===== src/hw/rtl/vbfs_pkg.sv =====
// Shared types and constants for the virtual bitmap block, including the log2 unit's request and response types.
package vbfs_pkg;
  localparam int BITMAP_BITS = 524288;
  localparam int VIRTUAL_BITS = 512;
  localparam int MAP_AW = $clog2(BITMAP_BITS);
  localparam int SLOT_AW = $clog2(VIRTUAL_BITS);
  localparam int ZC_W = MAP_AW + 1;
  localparam int CLR_LEN = BITMAP_BITS / 32;
  localparam int CLR_AW = $clog2(CLR_LEN);
  localparam logic [33:0] LN2_Q32 = 34'd2977044472;
  localparam logic signed [13:0] EST_MAX = 14'sd8191;
  localparam logic signed [13:0] EST_MIN = -14'sd8192;

  localparam logic [1:0] ACT_LOAD = 2'd0;
  localparam logic [1:0] ACT_RECORD = 2'd1;
  localparam logic [1:0] ACT_QUERY = 2'd2;

  typedef enum logic [3:0] {
    ST_CLEAR, ST_IDLE, ST_RD, ST_REC, ST_QRD, ST_QACC, ST_LOG, ST_LOGW, ST_MUL1, ST_MUL2,
    ST_OUT
  } state_t;

  typedef struct packed {
    logic        start;
    logic [19:0] x;
  } log_req_t;

  typedef struct packed {
    logic               done;
    logic signed [22:0] q16;
  } log_rsp_t;
endpackage


===== src/hw/rtl/vbfs_log2.sv =====
// Iterative log2 unit in Q16: one squaring per cycle.
module vbfs_log2 import vbfs_pkg::*; (
  input  logic     clk,
  input  logic     rst,
  input  log_req_t req,
  output log_rsp_t rsp
);
  logic        busy;
  logic        done;
  logic [4:0]  cnt;
  logic [4:0]  k;
  logic [30:0] y;
  logic [15:0] frac;
  logic [61:0] sq;
  logic [31:0] ysq;
  logic [4:0]  k_next;

  always_comb begin
    k_next = 5'd0;
    for (int i = 1; i < 20; i++) begin
      if (req.x[i]) k_next = 5'(i);
    end
  end

  assign sq = 62'(y) * 62'(y);
  assign ysq = sq[61:30];

  always_ff @(posedge clk) begin
    if (rst) begin
      busy <= 1'b0;
      done <= 1'b0;
    end else begin
      done <= 1'b0;
      if (req.start) begin
        busy <= 1'b1;
        cnt <= 5'd0;
        k <= k_next;
        y <= 31'({11'd0, req.x} << (5'd30 - k_next));
        frac <= 16'd0;
      end else if (busy) begin
        if (ysq[31]) begin
          y <= ysq[31:1];
          frac <= {frac[14:0], 1'b1};
        end else begin
          y <= ysq[30:0];
          frac <= {frac[14:0], 1'b0};
        end
        cnt <= cnt + 5'd1;
        if (cnt == 5'd15) begin
          busy <= 1'b0;
          done <= 1'b1;
        end
      end
    end
  end

  assign rsp.done = done;
  assign rsp.q16 = $signed({2'b00, k, (cnt == 5'd16) ? frac : frac});
endmodule


===== config.mk =====
export PLATFORM = sky130hd
export DESIGN_NAME = vbfs_log2
export DESIGN_NICKNAME = d
export VERILOG_FILES = /design/src/hw/rtl/vbfs_pkg.sv /design/src/hw/rtl/vbfs_log2.sv
export SDC_FILE = /design/constraint.sdc
export NUM_CORES = 2
export LEC_CHECK = 0
export ABC_CLOCK_PERIOD_IN_PS = 11800
export BUFFER_PORTS_ARGS = -buffer_cell sky130_fd_sc_hd__buf_4
export CAP_MARGIN = 20
export CORE_MARGIN = 1.5
export CORE_UTILIZATION = 50
export CTS_BUF_LIST = sky130_fd_sc_hd__clkbuf_8
export CTS_CLUSTER_SIZE = 10
export DETAILED_ROUTE_END_ITERATION = 10
export PLACE_DENSITY_LB_ADDON = 0.15
export SLEW_MARGIN = 20
export SYNTH_ARGS = -nofsm -noshare
export SYNTH_HDL_FRONTEND = slang
export SYNTH_SLANG_ARGS = --single-unit
export TNS_END_PERCENT = 10

===== constraint.sdc =====
create_clock -name clk -period 11.8 [get_ports clk]
set_input_delay 1.77 -clock clk [delete_from_list [all_inputs] [get_ports clk]]
set_output_delay 1.77 -clock clk [all_outputs]
set_load 0.005 [all_outputs]

# After elaboration in Yosys (flattened, before gate mapping)
# Index checks and enable logic that the tools add are counted.
# word_totals
reg_bits	59
out_inout_bits	24
# classes
n_addsub	2
n_mul	1
n_eq_ne	1
n_shift	1
mux	29
bitwise	2
reduce_logical	4
# ops
op	n
$mux 31	3
$mux 5	18
$mul 31x31->62	1
$shl 20x5->31	1
$mux 16	1
$mux 1	6
$add 5x1->5 const B	1
$eq 5x4->1 const B	1
$sub 5x5->5 const A	1
$reduce_and 2->1	2
$reduce_or 3->1	1
$mux 2	1
$not 1->1	2
$reduce_bool 2->1	1

# Logic depth before layout (Yosys ltp)
# depth
depth_word	22
depth_mapped	30
mapped_depth_nobuf	27

# Least setup slack after synthesis
# Ideal clock, no wire load.
# synth_path
path_type	register to register
from	register y[4]
to	register y[8], data pin
setup_ns	0.259
arrival_ns	7.789
required_ns	11.541
setup_slack_ns	3.752
stages_incl_launch_ff	28
n_path_buf	3
path_cell_list	edfxtp_1 -> clkbuf_1 -> clkbuf_1 -> and2_1 -> fa_1 -> fa_1 -> fa_1 -> inv_1 -> fa_1 -> inv_1 -> fa_1 -> inv_1 -> fa_1 -> inv_1 -> fa_1 -> fa_1 -> ha_1 -> o21ai_0 -> o21bai_1 -> o221a_2 -> or4_4 -> a31oi_4 -> o211ai_2 -> a31oi_4 -> xnor2_2 -> buf_2 -> nor3_1 -> a211o_1
# synth_between
elab_chain_cells	4
# synth_lines
item	line_no	text
from (decl)	vbfs_log2.sv:12	logic [30:0] y;
from (signal assigned)	vbfs_log2.sv:38	y <= 31'({11'd0, req.x} << (5'd30 - k_next));
from (signal assigned)	vbfs_log2.sv:42	y <= ysq[31:1];
from (signal assigned)	vbfs_log2.sv:45	y <= ysq[30:0];
$mul 31x31->62	vbfs_log2.sv:25	assign sq = 62'(y) * 62'(y);
$mux 31	vbfs_log2.sv:41	if (ysq[31]) begin
$mux 31	vbfs_log2.sv:40	end else if (busy) begin
$mux 31	vbfs_log2.sv:34	if (req.start) begin
# No other way between the ends. The select of a mux whose other input is x is not followed.
# A chain may end at the register's enable or synchronous reset.

# Worst setup path in the final report
# layout_path
from	register y[18]
to	register y[23], data pin
# Same word-level chain as after synthesis.

==> results.md <==
Routing:
- Using the TritonRoute via totals, the vias-per-cell ratio works out to 5.335.
- After detailed routing, the average wire length per cell comes to 19.87 um.
- In this run, the number of DRC markers left after iteration 0 of detailed routing was 1,313.
- The count of nets left with antenna violations once routing finished came out at 0.
- Summed over all layers, the routed wires come to 82,150 um.
- Before antenna repair, the detailed router went through 7 iterations.
- The via count is 22,060.
- For this run, design rule violations remaining after detail routing come to 0.

Clocking:
- In this run the post-CTS setup repair buffer count came out at 0.
- The count of instances resized after the clock tree is built is 0.
- Clock tree synthesis selected as its root buffer the cell sky130_fd_sc_hd__clkbuf_8.
- In this run, post-CTS hold repair placed 0 buffers.
- The clock slew at the register clock pins of the worst setup and hold paths is 70 ps.
- The clock tree synthesis step divided the H-tree into 3 levels.
- The CTS tree is done.
- The number of buffers added by the clock tree synthesis step is 9.
- Clock tree synthesis found a total of 59 sinks.
- Clock latency on the worst-skew pair, taken at its later pin, is 350 ps.
- The maximum clock path buffer count is 2.

STA:
- Setup violations remaining at the end of the flow were counted as 0.
- The actual transition at the worst max-transition pin is 1208 ps.
- In this run the tightest slew margin relative to its limit is 19.47%.
- The number of hold-slack violations in the final timing report is 0.
- Dividing the final minimum period by the clock period gives 81.16%.
- Setup repair after global routing left no endpoint under its margin.
- The achievable frequency is 0.1044 GHz.
- Between clock sinks in the finished design, the worst skew comes to 6.494 ps.
- Setup total negative slack on the finished layout was measured at 0 ps.
- Subtracting the final worst setup slack from the clock period gives 9576 ps.
- The max-slew violation count is 0.

Logic synthesis:
- The most area-hungry cell type in the Yosys netlist is sky130_fd_sc_hd__fa_1.
- The main combinational cell family by area after synthesis is adder cells.
- The number of different library cells used by synthesis comes to 86.
- The fraction of synthesized area in multiplexers is 1.914%.
- By area the synthesized netlist is led by sky130_fd_sc_hd__fa_1 48%, sky130_fd_sc_hd__inv_1 11%, sky130_fd_sc_hd__ha_1 11%, sky130_fd_sc_hd__edfxtp_1 5.5%, sky130_fd_sc_hd__nand2_1 4.1%.
- In this run the mean area of a mapped cell was 9.302 um2.
- The area share of xor/xnor cells in the synthesized design is 1.745%.
- The synthesized design devotes to its leading area cell type 48.16% of total area.
- The number of flip-flops and latches in the synthesized netlist is 59.
- During synthesis, Yosys emitted a total of 0 warnings.
- After synthesis the cells add up to 31,050 um2.
- The adder and majority cell fraction of the synthesized area is 59.08%.
- Among all flip-flop cells after synthesis, the most frequent one is sky130_fd_sc_hd__edfxtp_1.
- In the synthesized netlist, the number of instances is 3,338.
- The complex-gate fraction of the synthesized area is 6.870%.
- The synthesized design contains 57 enable-type register cells.
- The synthesized netlist devotes 11.64% of its cell area to simple gates.
- The async set or reset register ratio after synthesis is 0%.
- The post-synthesis sequential area ratio is 5.641%.

Die:
- The height of the die is 252.2 um.
- The initial utilization of the core area, before any placement, comes to 50.41%.
- The number of core rows is 91.
- The area of the core region is 61,600 um2.
- The total I/O pin count is 47.
- The area of the die is 63,600 um2.
- In this run the horizontal extent of the chip is 252.2 um.

Finish:
- The share of post-route cells with drive strength above 1 is 4.215%.
- With fillers left out, the area of the finished cells amounts to 32,390 um2.
- The final antenna diode count is 0.
- In the layout the commonest cells are 936 x sky130_fd_sc_hd__inv_1, 747 x sky130_fd_sc_hd__fa_1, 343 x sky130_fd_sc_hd__nand2_1.
- The signed area change from the synthesized netlist to the final layout is 4.308%.
- The post-route core utilization is 52.58%.
- After the last flow step, the layout net total stands at 4,334.
- The library cell used most frequently in the layout, excluding fill and tap cells, is sky130_fd_sc_hd__inv_1.
- The finished layout holds 4,135 standard cells, fillers aside.

Global route:
- The leftover overflow at the end of global routing is 0.
- The largest net degree at the start of global routing is 63.
- The number of global-route vias before repair is 24,570.
- The number of antenna violations at the first check in global routing is 0.
- In the global route stage, overall resource usage came out at 27.45%.
- The first global-routing pass estimated 135,200 um of wire.

Place:
- The global placement routability congestion is 0.9446.
- The cell count after placement is 4,118.
- The HPWL after detailed placement is 67,350 um.
- The count of input and output buffers is 44.
- The placed instances occupy a cell area of 32,190 um2.

Critical path:
- The worst path required time is 11,910 ps.
- The startpoint of the lowest-slack register-to-register path is y[18]$_DFFE_PP_.
- STA classifies the critical path endpoint as a flip-flop.
- The critical-path maximum fanout is 43.
- At the worst endpoint, the arrival time is 9680 ps.
- The most common cell type on the critical path is sky130_fd_sc_hd__fa_1.
- On the worst path, the slowest cell contributes a delay of 1150 ps.
- The worst setup path is launched from a flip-flop.
- For flop-to-flop paths, the worst setup slack is 2220 ps.
- The path type of the worst setup path is flip-flop to flip-flop.
- The end of the worst register-to-register path is y[23]$_DFFE_PP_.
- The path depth of the worst reg2reg path is 26.
- The critical-path cell with the highest stage delay is sky130_fd_sc_hd__edfxtp_1.

Flow run:
- The max-capacitance violation count is 0.

Status:
- The run finished with clean final reports.

Min path:
- The end of the worst hold path is done$_SDFF_PP0_.
- The beginning of the worst hold path is busy$_SDFF_PP0_.
- The worst min-delay path category is flip-flop to flip-flop.
- Along the worst hold path, the cell count comes to 2.
[flip-flops by register name, summed over array words and instances, names as in the netlist]
name  flops
k         5
cnt       5
busy      1
y        31
done      1
frac     16
[logic make-up after synthesis]
group / Yosys count
adder cells (fa/ha/maj): 1018
AND/OR/NAND/NOR: 758
buffers and inverters: 1077
AO/OA/AOI/OAI: 318
flip-flops: 59
XOR/XNOR: 61
other: 1
multiplexers: 46
[Yosys cell counts (6+ instances only)]
| library cell | count |
|---|---|
| sky130_fd_sc_hd__mux4_2 | 10 |
| sky130_fd_sc_hd__a211oi_1 | 13 |
| sky130_fd_sc_hd__nor2_1 | 93 |
| sky130_fd_sc_hd__o21a_1 | 7 |
| sky130_fd_sc_hd__o21ai_1 | 10 |
| sky130_fd_sc_hd__and3_1 | 13 |
| sky130_fd_sc_hd__fa_1 | 747 |
| sky130_fd_sc_hd__a31oi_1 | 15 |
| sky130_fd_sc_hd__nand3_1 | 21 |
| sky130_fd_sc_hd__or2_2 | 9 |
| sky130_fd_sc_hd__xor2_1 | 30 |
| sky130_fd_sc_hd__nor4_1 | 6 |
| sky130_fd_sc_hd__clkbuf_1 | 122 |
| sky130_fd_sc_hd__o21ai_0 | 52 |
| sky130_fd_sc_hd__inv_1 | 936 |
| sky130_fd_sc_hd__mux2_2 | 6 |
| sky130_fd_sc_hd__and2_1 | 196 |
| sky130_fd_sc_hd__o211ai_1 | 10 |
| sky130_fd_sc_hd__o31ai_1 | 6 |
| sky130_fd_sc_hd__a21o_1 | 19 |
| sky130_fd_sc_hd__nand2_1 | 343 |
| sky130_fd_sc_hd__mux2i_1 | 29 |
| sky130_fd_sc_hd__ha_1 | 271 |
| sky130_fd_sc_hd__a21oi_1 | 89 |
| sky130_fd_sc_hd__nor2b_1 | 28 |
| sky130_fd_sc_hd__nor3_1 | 22 |
| sky130_fd_sc_hd__o21bai_1 | 17 |
| sky130_fd_sc_hd__buf_1 | 7 |
| sky130_fd_sc_hd__nand2b_1 | 6 |
| sky130_fd_sc_hd__xnor2_1 | 30 |
| sky130_fd_sc_hd__nand4_1 | 9 |
| sky130_fd_sc_hd__edfxtp_1 | 57 |
[layout make-up]
cell class	instances	area [um2]
flip-flops and latches	59	1752
multi-input cells	2203	25260
repair buffers	81	611.8
clock inverters	7	67.56
well taps	837	1047
clock buffers	9	123.9
fillers	5670	29210
inverters	939	3525
[layer usage]
layer	vias to the layer above	wire [um]	track usage, %
met3	112	3605	2.317
met1	11450	35500	37.84
li1	9888	-	-
met2	610	40910	47.38
met5	-	0	0
met4	0	2131	6.125
[worst max path at each step]
stage          cells past startpoint  slack [ps]       startpoint              end
3_5_place_dp                      26        2300  y[18]$_DFFE_PP_  y[23]$_DFFE_PP_
6_report                          26        2220  y[18]$_DFFE_PP_  y[23]$_DFFE_PP_
2_1_floorplan                     27        3750   y[4]$_DFFE_PP_   y[8]$_DFFE_PP_
5_1_grt                           26        1930  y[18]$_DFFE_PP_  y[16]$_DFFE_PP_
4_1_cts                           26        2260  y[18]$_DFFE_PP_  y[23]$_DFFE_PP_
3_3_place_gp                      26        2380  y[18]$_DFFE_PP_  y[23]$_DFFE_PP_
[worst max-delay path, delay by kind of cell, from the launching register on]
kind | cells | cell delay (ps)
AOI/OAI and AO/OA | 7 | 1470
DFF | 1 | 1150
adders and majority gates | 9 | 4280
muxes | 1 | 400
xor gates and xnor gates | 1 | 130
buffers and inverters | 6 | 1130
and+or+nand+nor | 2 | 760
[metrics by stage]
stage,setup slack [ps],hold slack (ps)
finish,2224,443.3
global route,1933,461.8
CTS,2263,445.2
detailed placement,2299,433.7
global placement,2379,423.2
floorplan,3752,414.2
Power is left out: the tool's default activity adds up to more than one toggle a clock period on the data nets, which glitch-free logic cannot reach.
